## config.mk

```make
export PLATFORM = sky130hd
export DESIGN_NAME = xm_pattern_unpacker_unit
export DESIGN_NICKNAME = d
export VERILOG_FILES = /design/src/rtl/core/xmpu_pkg.sv /design/src/rtl/core/xmpu_cell_asm.sv /design/src/rtl/core/xmpu_pos.sv /design/src/rtl/core/xm_pattern_unpacker_unit.sv
export VERILOG_INCLUDE_DIRS = /design/src /design/src/rtl/core
export SDC_FILE = /design/constraint.sdc
export NUM_CORES = 1
export LEC_CHECK = 0
export BUFFER_PORTS_ARGS = -buffer_cell sky130_fd_sc_hd__buf_2
export CORE_MARGIN = 10
export CORE_UTILIZATION = 40
export DETAILED_ROUTE_END_ITERATION = 10
export HOLD_SLACK_MARGIN = 0.08
export PLACE_DENSITY_LB_ADDON = 0.1
export SLEW_MARGIN = 20
export SYNTH_ARGS = -nofsm -noshare
export SYNTH_HDL_FRONTEND = slang
export SYNTH_SLANG_ARGS = --single-unit
```

## constraint.sdc

```tcl
create_clock -name i_clk -period 10.59 [get_ports i_clk]
set_input_delay 1.059 -clock i_clk [delete_from_list [all_inputs] [get_ports i_clk]]
set_output_delay 1.059 -clock i_clk [all_outputs]
set_load 0.02 [all_outputs]
```

## src/rtl/core/xm_pattern_unpacker_unit_assert.svh

```systemverilog
// assertion macros for the unpacker rtl
`ifndef XM_PATTERN_UNPACKER_UNIT_ASSERT_SVH
`define XM_PATTERN_UNPACKER_UNIT_ASSERT_SVH

// same-cycle implication, checked on every rising clock edge out of reset
`define XMPU_ASSERT_IMP(lbl, ante, cons) \
    lbl: assert property (@(posedge i_clk) disable iff (!i_rst_n) (ante) |-> (cons)) \
        else $error("xmpu same-cycle check failed");

// next-cycle implication
`define XMPU_ASSERT_NXT(lbl, ante, cons) \
    lbl: assert property (@(posedge i_clk) disable iff (!i_rst_n) (ante) |=> (cons)) \
        else $error("xmpu next-cycle check failed");

`endif

```

## src/rtl/core/xmpu_pkg.sv

```systemverilog
`default_nettype none

package xmpu_pkg;

    localparam int MAX_CHANNELS = 32;
    localparam int MAX_ROWS     = 256;

    localparam int BYTE_W  = 8;
    localparam int FIELD_N = 5;
    localparam int CH_W    = 5;
    localparam int ROW_W   = 8;
    localparam int CNT_W   = 6;

    // tdata of the result: five fields, channel, row, padded to whole bytes
    localparam int OUT_RAW_W  = FIELD_N * BYTE_W + CH_W + ROW_W;
    localparam int OUT_DATA_W = ((OUT_RAW_W + 7) / 8) * 8;
    localparam int OUT_PAD_W  = OUT_DATA_W - OUT_RAW_W;

    // channel count saturates at 32 or at MAX_CHANNELS, whichever is smaller
    localparam int CHANNEL_LIMIT = (MAX_CHANNELS < 32) ? MAX_CHANNELS : 32;

    localparam logic [CNT_W-1:0]   CHANNEL_COUNT_RST = CNT_W'(8);
    localparam logic [CNT_W-1:0]   CHANNEL_CAP       = CNT_W'(CHANNEL_LIMIT);
    localparam int                 MASK_FLAG_BIT     = 7;
    localparam logic [FIELD_N-1:0] NOTE_FOLLOWERS    = 5'h1E;
    localparam logic [BYTE_W-1:0]  EFFECT_BREAK      = 8'h0D;

    // field slots in the cell
    localparam int FLD_NOTE   = 0;
    localparam int FLD_INSTR  = 1;
    localparam int FLD_VOLUME = 2;
    localparam int FLD_EFFECT = 3;
    localparam int FLD_PARAM  = 4;

    typedef logic [FIELD_N-1:0][BYTE_W-1:0] t_fields;

    typedef struct packed {
        logic done;       // cell complete after this byte
        logic truncated;  // completed by the last byte with fields missing
        logic brk;        // masked cell carrying the pattern break effect
        logic busy;       // fields still expected before this byte
    } t_asm_stat;

    typedef struct packed {
        logic [CH_W-1:0]  channel;
        logic [ROW_W-1:0] row;
        logic             pattern_end;
    } t_pos;

endpackage

`default_nettype wire

```

## src/rtl/core/xmpu_cell_asm.sv

```systemverilog
`default_nettype none

module xmpu_cell_asm (
    input  wire logic                        i_clk,
    input  wire logic                        i_rst_n,
    input  wire logic                        i_en,
    input  wire logic [xmpu_pkg::BYTE_W-1:0] i_byte,
    input  wire logic                        i_last,
    output xmpu_pkg::t_fields                o_cell,
    output xmpu_pkg::t_asm_stat              o_stat
);

    logic [xmpu_pkg::FIELD_N-1:0] r_pending, n_pending, w_low;
    logic                         r_masked, n_masked;
    xmpu_pkg::t_fields            r_cell, n_cell;

    assign w_low = r_pending & (~r_pending + xmpu_pkg::FIELD_N'(1));

    always_comb begin
        n_pending = r_pending;
        n_masked  = r_masked;
        n_cell    = r_cell;
        if (r_pending == '0) begin
            n_cell = '0;
            if (i_byte[xmpu_pkg::MASK_FLAG_BIT]) begin
                n_masked  = 1'b1;
                n_pending = i_byte[xmpu_pkg::FIELD_N-1:0];
            end else begin
                n_masked                   = 1'b0;
                n_cell[xmpu_pkg::FLD_NOTE] = i_byte;
                n_pending                  = xmpu_pkg::NOTE_FOLLOWERS;
            end
        end else begin
            // lowest pending field takes the byte
            for (int k = 0; k < xmpu_pkg::FIELD_N; k++) begin
                if (w_low[k]) begin
                    n_cell[k] = i_byte;
                end
            end
            n_pending = r_pending & ~w_low;
        end
    end

    assign o_cell         = n_cell;
    assign o_stat.done      = (n_pending == '0) || i_last;
    assign o_stat.truncated = (n_pending != '0);
    assign o_stat.brk       = n_masked &&
                              (n_cell[xmpu_pkg::FLD_EFFECT] == xmpu_pkg::EFFECT_BREAK);
    assign o_stat.busy      = (r_pending != '0);

    always_ff @(posedge i_clk) begin
        if (!i_rst_n) begin
            r_pending <= '0;
            r_masked  <= 1'b0;
        end else if (i_en) begin
            r_pending <= o_stat.done ? '0 : n_pending;
            r_masked  <= n_masked;
        end
    end

    always_ff @(posedge i_clk) begin
        if (i_en) begin
            r_cell <= n_cell;
        end
    end

endmodule

`default_nettype wire

```

## src/rtl/core/xmpu_pos.sv

```systemverilog
`default_nettype none

module xmpu_pos (
    input  wire logic                       i_clk,
    input  wire logic                       i_rst_n,
    input  wire logic                       i_en,
    input  wire logic                       i_last,
    input  wire logic [xmpu_pkg::CNT_W-1:0] i_count,
    input  xmpu_pkg::t_asm_stat             i_stat,
    output logic                            o_drop,
    output xmpu_pkg::t_pos                  o_pos
);

    logic [xmpu_pkg::CH_W-1:0]  r_ch;
    logic [xmpu_pkg::ROW_W-1:0] r_row;
    logic                       r_brk;
    logic                       r_drop;
    logic [xmpu_pkg::CNT_W-1:0] w_eff, w_next_ch;
    logic                       w_wrap, w_row_last, w_brk, w_end;

    // count 0 behaves as 1, large counts saturate
    always_comb begin
        w_eff = i_count;
        if (i_count == '0) begin
            w_eff = xmpu_pkg::CNT_W'(1);
        end else if (i_count > xmpu_pkg::CHANNEL_CAP) begin
            w_eff = xmpu_pkg::CHANNEL_CAP;
        end
    end

    assign w_next_ch  = {1'b0, r_ch} + xmpu_pkg::CNT_W'(1);
    assign w_wrap     = (w_next_ch >= w_eff);
    assign w_row_last = (r_row == xmpu_pkg::ROW_W'(xmpu_pkg::MAX_ROWS - 1));
    assign w_brk      = r_brk || i_stat.brk;
    assign w_end      = i_last || (w_wrap && (w_brk || w_row_last));

    always_ff @(posedge i_clk) begin
        if (!i_rst_n) begin
            r_ch   <= '0;
            r_row  <= '0;
            r_brk  <= 1'b0;
            r_drop <= 1'b0;
        end else if (i_en) begin
            if (r_drop) begin
                if (i_last) begin
                    r_drop <= 1'b0;
                    r_ch   <= '0;
                    r_row  <= '0;
                    r_brk  <= 1'b0;
                end
            end else if (i_stat.done) begin
                if (w_end) begin
                    r_ch   <= '0;
                    r_row  <= '0;
                    r_brk  <= 1'b0;
                    r_drop <= !i_last;
                end else if (w_wrap) begin
                    r_ch  <= '0;
                    r_row <= r_row + xmpu_pkg::ROW_W'(1);
                    r_brk <= 1'b0;
                end else begin
                    r_ch  <= w_next_ch[xmpu_pkg::CH_W-1:0];
                    r_brk <= w_brk;
                end
            end
        end
    end

    assign o_drop            = r_drop;
    assign o_pos.channel     = r_ch;
    assign o_pos.row         = r_row;
    assign o_pos.pattern_end = w_end;

endmodule

`default_nettype wire

```

## src/rtl/core/xm_pattern_unpacker_unit.sv

```systemverilog
// output path: the byte that completes a cell passes the input register, and its result
//   is shown on the master side from the result register once that register is free
// throughput: one byte per cycle when not back-pressured, set by the single input
//   register feeding the result register through the cell assembly and position logic
// reset: synchronous active low, clears all control state, channel count back to 8
`default_nettype none
`include "xm_pattern_unpacker_unit_assert.svh"

module xm_pattern_unpacker_unit (
    input  wire logic                            i_clk,
    input  wire logic                            i_rst_n,
    // channel count configuration
    input  wire logic                            i_cfg_valid,
    output logic                                 o_cfg_ready,
    input  wire logic [xmpu_pkg::CNT_W-1:0]      i_cfg_data,
    // packed byte stream
    input  wire logic                            s_axis_tvalid,
    output logic                                 s_axis_tready,
    input  wire logic [xmpu_pkg::BYTE_W-1:0]     s_axis_tdata,   // data_byte
    input  wire logic                            s_axis_tlast,   // last_byte
    // decoded cells
    output logic                                 m_axis_tvalid,
    input  wire logic                            m_axis_tready,
    // note, instrument, volume, effect, param, channel, row, zero pad
    output logic [xmpu_pkg::OUT_DATA_W-1:0]      m_axis_tdata,
    output logic                                 m_axis_tlast,   // pattern_end
    output logic                                 m_axis_tuser    // truncated
);

    // configuration register, always ready; writes must come only while idle, which the block itself does not enforce
    logic [xmpu_pkg::CNT_W-1:0] r_chan_cnt;

    // input register
    logic                        r_in_valid;
    logic [xmpu_pkg::BYTE_W-1:0] r_in_byte;
    logic                        r_in_last;

    // result register
    logic                            r_out_valid;
    logic [xmpu_pkg::OUT_DATA_W-1:0] r_out_data;
    logic                            r_out_last;
    logic                            r_out_user;

    logic                 w_fire;   // byte in the input register is processed
    logic                 w_drop;   // pattern ended, bytes skipped until last
    logic                 w_emit;   // processed byte completes a cell
    xmpu_pkg::t_fields    w_cell;
    xmpu_pkg::t_asm_stat  w_stat;
    xmpu_pkg::t_pos       w_pos;

    assign o_cfg_ready = 1'b1;

    always_ff @(posedge i_clk) begin
        if (!i_rst_n) begin
            r_chan_cnt <= xmpu_pkg::CHANNEL_COUNT_RST;
        end else if (i_cfg_valid) begin
            r_chan_cnt <= i_cfg_data;
        end
    end

    // the input stage moves on whenever the result register is free or drains
    assign w_fire        = r_in_valid && (!r_out_valid || m_axis_tready);
    assign s_axis_tready = !r_in_valid || w_fire;
    assign w_emit        = w_fire && !w_drop && w_stat.done;

    always_ff @(posedge i_clk) begin
        if (!i_rst_n) begin
            r_in_valid <= 1'b0;
        end else if (s_axis_tready) begin
            r_in_valid <= s_axis_tvalid;
        end
    end

    always_ff @(posedge i_clk) begin
        if (s_axis_tvalid && s_axis_tready) begin
            r_in_byte <= s_axis_tdata;
            r_in_last <= s_axis_tlast;
        end
    end

    // cell assembly from mask, note and field bytes
    xmpu_cell_asm u_asm (
        .i_clk   (i_clk),
        .i_rst_n (i_rst_n),
        .i_en    (w_fire && !w_drop),
        .i_byte  (r_in_byte),
        .i_last  (r_in_last),
        .o_cell  (w_cell),
        .o_stat  (w_stat)
    );

    // channel and row tracking, break and end of pattern
    xmpu_pos u_pos (
        .i_clk   (i_clk),
        .i_rst_n (i_rst_n),
        .i_en    (w_fire),
        .i_last  (r_in_last),
        .i_count (r_chan_cnt),
        .i_stat  (w_stat),
        .o_drop  (w_drop),
        .o_pos   (w_pos)
    );

    always_ff @(posedge i_clk) begin
        if (!i_rst_n) begin
            r_out_valid <= 1'b0;
        end else if (w_fire) begin
            r_out_valid <= w_emit;
        end else if (m_axis_tready) begin
            r_out_valid <= 1'b0;
        end
    end

    always_ff @(posedge i_clk) begin
        if (w_emit) begin
            r_out_data <= {{xmpu_pkg::OUT_PAD_W{1'b0}},
                           w_pos.row,
                           w_pos.channel,
                           w_cell[xmpu_pkg::FLD_PARAM],
                           w_cell[xmpu_pkg::FLD_EFFECT],
                           w_cell[xmpu_pkg::FLD_VOLUME],
                           w_cell[xmpu_pkg::FLD_INSTR],
                           w_cell[xmpu_pkg::FLD_NOTE]};
            r_out_last <= w_pos.pattern_end;
            r_out_user <= w_stat.truncated;
        end
    end

    assign m_axis_tvalid = r_out_valid;
    assign m_axis_tdata  = r_out_data;
    assign m_axis_tlast  = r_out_last;
    assign m_axis_tuser  = r_out_user;

    // a truncated cell always closes the pattern
    `XMPU_ASSERT_IMP(a_trunc_ends, m_axis_tvalid && m_axis_tuser, m_axis_tlast)
    // while skipping bytes no cell is half assembled
    `XMPU_ASSERT_IMP(a_drop_idle, w_drop, !w_stat.busy)
    // after the closing cell the position restarts at channel 0, row 0
    `XMPU_ASSERT_NXT(a_end_restart, w_emit && w_pos.pattern_end,
                     (w_pos.channel == '0) && (w_pos.row == '0))

endmodule

`default_nettype wire

```

---- After elaboration in Yosys (flattened, before gate mapping) ----
Index checks and enable logic that the tools add are counted.
operators by class
  multiplexer cells ....................... 35
  reduce and logical (&&, ||, !) cells .... 25
  shift operators ......................... 0
  bitwise logic cells ..................... 4
  add/sub/neg operators ................... 3
  order comparisons ....................... 2
  multiply operators ...................... 0
  div/mod/pow operators ................... 0
  equality and inequality tests ........... 3
operators by type and width
  kind                   count
  $mux W8                10
  $mux W40               1
  $mux W5                8
  $mux W1                13
  $mux W6                2
  $and A5 B5 Y5          2
  $logic_not A5 Y1       2
  $not A5 Y5             2
  $add A8 B1 Y8 const B  1
  $eq A8 B4 Y1 const B   1
  $eq A8 B8 Y1 const B   1
  $mux W7                1
  $add A5 B1 Y6 const B  1
  $ge A6 B6 Y1           1
  $gt A6 B6 Y1 const B   1
  $logic_and A1 B1 Y1    6
  $logic_not A6 Y1       1
  $logic_or A1 B1 Y1     6
  $add A5 B1 Y5 const B  1
  $reduce_bool A5 Y1     1
  $logic_not A1 Y1       4
  $reduce_and A4 Y1      1
  $reduce_bool A2 Y1     2
  $reduce_and A3 Y1      1
  2 further kinds        2
word-level totals
  memory bits (writable) .................. 0
  logic and storage cells ................. 91
  bits in registers ....................... 133
  memories ................................ 0
  input bits .............................. 20
  latch bits .............................. 0
  output and inout bits ................... 61
  bits in read-only memories .............. 0

---- Logic depth before layout (Yosys ltp) ----
  depth after elaboration ................. 14
  mapped depth ............................ 10
  gate-level depth less buffers ........... 10

---- By module ----
Synthesis repeated with hierarchy kept, for this count alone.
second synthesis, totals
  cell total of the unflattened synthesis .. 416
  area total of the unflattened synthesis .. 5569.1 µm²
modules (own cells, without submodules)
  module                    cells each  instances  area an instance (µm²)  sequential area each (µm²)
  xm_pattern_unpacker_unit  101         1          2303.5                  2082.0
  xmpu_cell_asm             202         1          2298.5                  1321.3
  xmpu_pos                  113         1          967.2                   300.3

---- Worst setup path after synthesis ----
Ideal clock, no wire load.
  path kind ............................... input port to flip-flop
  start ................................... input port m_axis_tready
  end ..................................... register r_out_data (netlist bit m_axis_tdata[0]) (enable)
  data required time ...................... 10121 ps
  data arrival time ....................... 3959 ps
  stages .................................. 5
  buffers on the path ..................... 1
  setup time .............................. 469 ps
  path slack .............................. 6162 ps
  path through ............................ nor2b_1 -> nor2b_1 -> clkbuf_1 -> nand2_1 -> nor2_1
on the way
  longest elaborated chain between the ends .. 4
RTL lines
  item                               RTL line                         source
  start, declared                    xm_pattern_unpacker_unit.sv:23   input wire logic m_axis_tready,
  $logic_or A1 B1 Y1                 xm_pattern_unpacker_unit.sv:62   assign w_fire = r_in_valid && (!r_out_valid || m_axis_tready);
  $logic_and A1 B1 Y1                xm_pattern_unpacker_unit.sv:62
  $logic_and A1 B1 Y1 (2 in series)  xm_pattern_unpacker_unit.sv:64   assign w_emit = w_fire && !w_drop && w_stat.done;
  net w_emit                         xm_pattern_unpacker_unit.sv:46   logic w_emit;
  end signal, assigned               xm_pattern_unpacker_unit.sv:116  r_out_data <= {{xmpu_pkg::OUT_PAD_W{1'b0}},
  end, declared                      xm_pattern_unpacker_unit.sv:40   logic [xmpu_pkg::OUT_DATA_W-1:0] r_out_data;
The timed path passes the listed nets, and every way through them passes these cells.
A chain may end at the register's enable or synchronous reset.

---- Worst setup path in the final report ----
  start ................................... input port m_axis_tready
  end ..................................... register r_out_data (netlist bit m_axis_tdata[49]) (enable)
The elaborated chain is that of the path after synthesis.

==> run summary <==
Post-synth EDFFs: 104
Initial Util: 0.405
Worst Slack Setup Final: 7500 ps
Ys flop type: edfxtp_1
Final critical-path required period: 3090 ps
Hold Crit Class: reg -> reg
Top-area cell type share of the netlist area: 0.562
CP Class: in -> reg
Global placement routability congestion: 0.771
Synth top area cells: edfxtp_1 56%, dfxtp_1 10%, nand2_1 4.5%
Pre-CTS setup slack: 7040 ps
Top Ports: 81
Post-cts repair resize count: 0
# hold bufs at CTS: 0
Drt first pass iters: 4
Post-synthesis sequential area ratio: 0.666
Setup_tns: 0 ps
Width of the die: 138 microns
Commonest non-fill, non-tap cell in the layout: edfxtp_1
Layout cells sized above 1: 0.221
Avg Cell Area, Syn: 12.7 sq um
Area growth syn-to-layout: 19.0%
Largest area contributor in the netlist: edfxtp_1
Row count: 43
CORE AREA: 0.0137 sq mm
H-Tree Depth: 4
Reg2Reg Depth: 6
Setup repair after global routing missed its margin: false
Leakage: 0.00257 uW
TritonCTS Buffers: 17
CTS tree: yes
Maximum buffer depth of the clock tree: 2
Async set-reset flop share out of synthesis: 0
Arrival @ worst endpoint: 3160 ps
Endpoints failing hold: 0
Yosys Warn Count: 0
Total power: 1280 uW
Final hold slack: 493 ps
Clock transition at the registers of the reported paths: 50 ps
Starting DRT DRC Count: 270
Routed Antenna Nets: 0
Clock sink total: 133
Worst Path Required: 10670 ps
Slew HR: 0.439
Die area: 0.0190 sq mm
Cell at the root of the clock tree: clkbuf_16
Vias in the first global route: 3633
Post-CTS Setup Inserts: 0
GR Util All Layers: 0.131
Pwr Density: 194 mW/mm^2
Initial antenna violation count: 0
Fin util: 0.482
Fmax: 0.324 GHz
Yosys cell types: 59
Slew @ Worst Pin: 840 ps
Endpoints failing setup: 0
Crit path capture type: flip-flop
Clk Latency, worst-skew pair: 420 ps
Drt total wl: 12.1 mm
Die H: 138 microns
NumNets Final: 541
Vias: 3606
N_diodes: 0
Status: finished clean
Peak VDD IR: 98.2 uV
Critical Path Start Type: input port
Average routed wire per standard cell: 17.1 microns
DRC: 0
Commonest cells after routing, fill and taps aside: 104 x edfxtp_1, 76 x buf_2, 66 x nand2_1
Number of vias per cell: 5.11
Worst Hold Depth: 1
Synthesized flop and latch total: 133
Crit Path Max Fanout: 29
Mapped Area: 0.00556 sq mm
Final HPWL DP: 8.07 mm
Clock skew: 9.10 ps
Port Buffers: 76
GRT Residual Overflow: 0
Tcrit/Tclk final: 0.291
MaxCap Viol Count: 0
Pin count of the biggest net entering global routing: 38
Synth Instances: 436
Max-slew violations: 0
First-pass GRT wire length: 19.0 mm
## critical path, stage by stage
cell and delay, ps:
buf_2 80, nor2b_1 60, nor2b_1 470, nand2_1 270, nor2_4 720, buf_4 470
## layer usage
| metal | wire [microns] | track usage | vias up |
|---|---|---|---|
| met5 | 0 | 0 | - |
| met4 | 174 | 0.0608 | 0 |
| met3 | 719 | 0.0482 | 14 |
| met2 | 5610 | 0.194 | 99 |
| met1 | 5600 | 0.169 | 1736 |
| li1 | - | - | 1757 |
## power breakdown
| group | total, uW | switching (uW) | internal (uW) |
|---|---|---|---|
| sequential | 619 | 17.9 | 601 |
| combinational | 115 | 80.1 | 35.3 |
| clock | 549 | 207 | 342 |
## Yosys cell counts, types with 5 or more instances
cell type / number
and3_1: 5
clkbuf_1: 8
nand2b_1: 9
inv_1: 6
dfxtp_1: 29
nor2_1: 23
nor2b_1: 14
o21ai_0: 9
nand3_1: 15
a21o_1: 7
mux2i_1: 15
xnor2_1: 5
a22o_1: 10
ha_1: 8
edfxtp_1: 104
a21oi_1: 26
nand2_1: 66
buf_4: 5
## worst paths after layout
path | startpoint | to | slack, ps
setup / recovery | m_axis_tready | m_axis_tdata[49] | 7500
hold / removal | u_pos.r_brk | u_pos.r_brk | 490
setup reg to reg | r_in_byte[7] | m_axis_tdata[49] | 7630
hold reg to reg | u_pos.r_brk | u_pos.r_brk | 490
## through the flow
stage | std cells | instance area (sq um)
5_1_grt | 706 | 6620
6_report | 706 | 6620
3_5_place_dp | 674 | 6060
4_1_cts | 706 | 6620
2_1_floorplan | 438 | 5570
3_3_place_gp | 674 | 6060
## cell families (layout without fill, tap and decap cells)
kind of cell / after synthesis / count (layout) / synth area share
adder cells (fa/ha/maj): 8 / 8 / 0.0180
AND/OR/NAND/NOR: 162 / 162 / 0.152
multiplexers: 15 / 15 / 0.0270
other: 2 / 4 / 0.00135
AO/OA/AOI/OAI: 80 / 80 / 0.0966
buffers and inverters: 29 / 117 / 0.0279
flip-flops: 133 / 133 / 0.666
XOR/XNOR: 7 / 7 / 0.0110
## sequential cells by signal, summed over array words and instances (netlist names)
name,count
m_axis_tdata,53
m_axis_tlast,1
m_axis_tuser,1
m_axis_tvalid,1
r_chan_cnt,6
r_in_byte,8
r_in_last,1
r_in_valid,1
u_asm.r_cell,40
u_asm.r_masked,1
u_asm.r_pending,5
u_pos.o_drop,1
u_pos.r_brk,1
u_pos.r_ch,5
u_pos.r_row,8
## area by class of cell
| class | instances | area, sq um |
|---|---|---|
| clock buffer | 21 | 440 |
| multi-input combinational | 276 | 1710 |
| tap | 180 | 225 |
| sequential | 133 | 3700 |
| fill | 1284 | 7100 |
| timing repair buffer | 78 | 395 |
| inverter | 7 | 26.3 |
| clock inverter | 11 | 110 |
(Power assumes the default switching activity.)
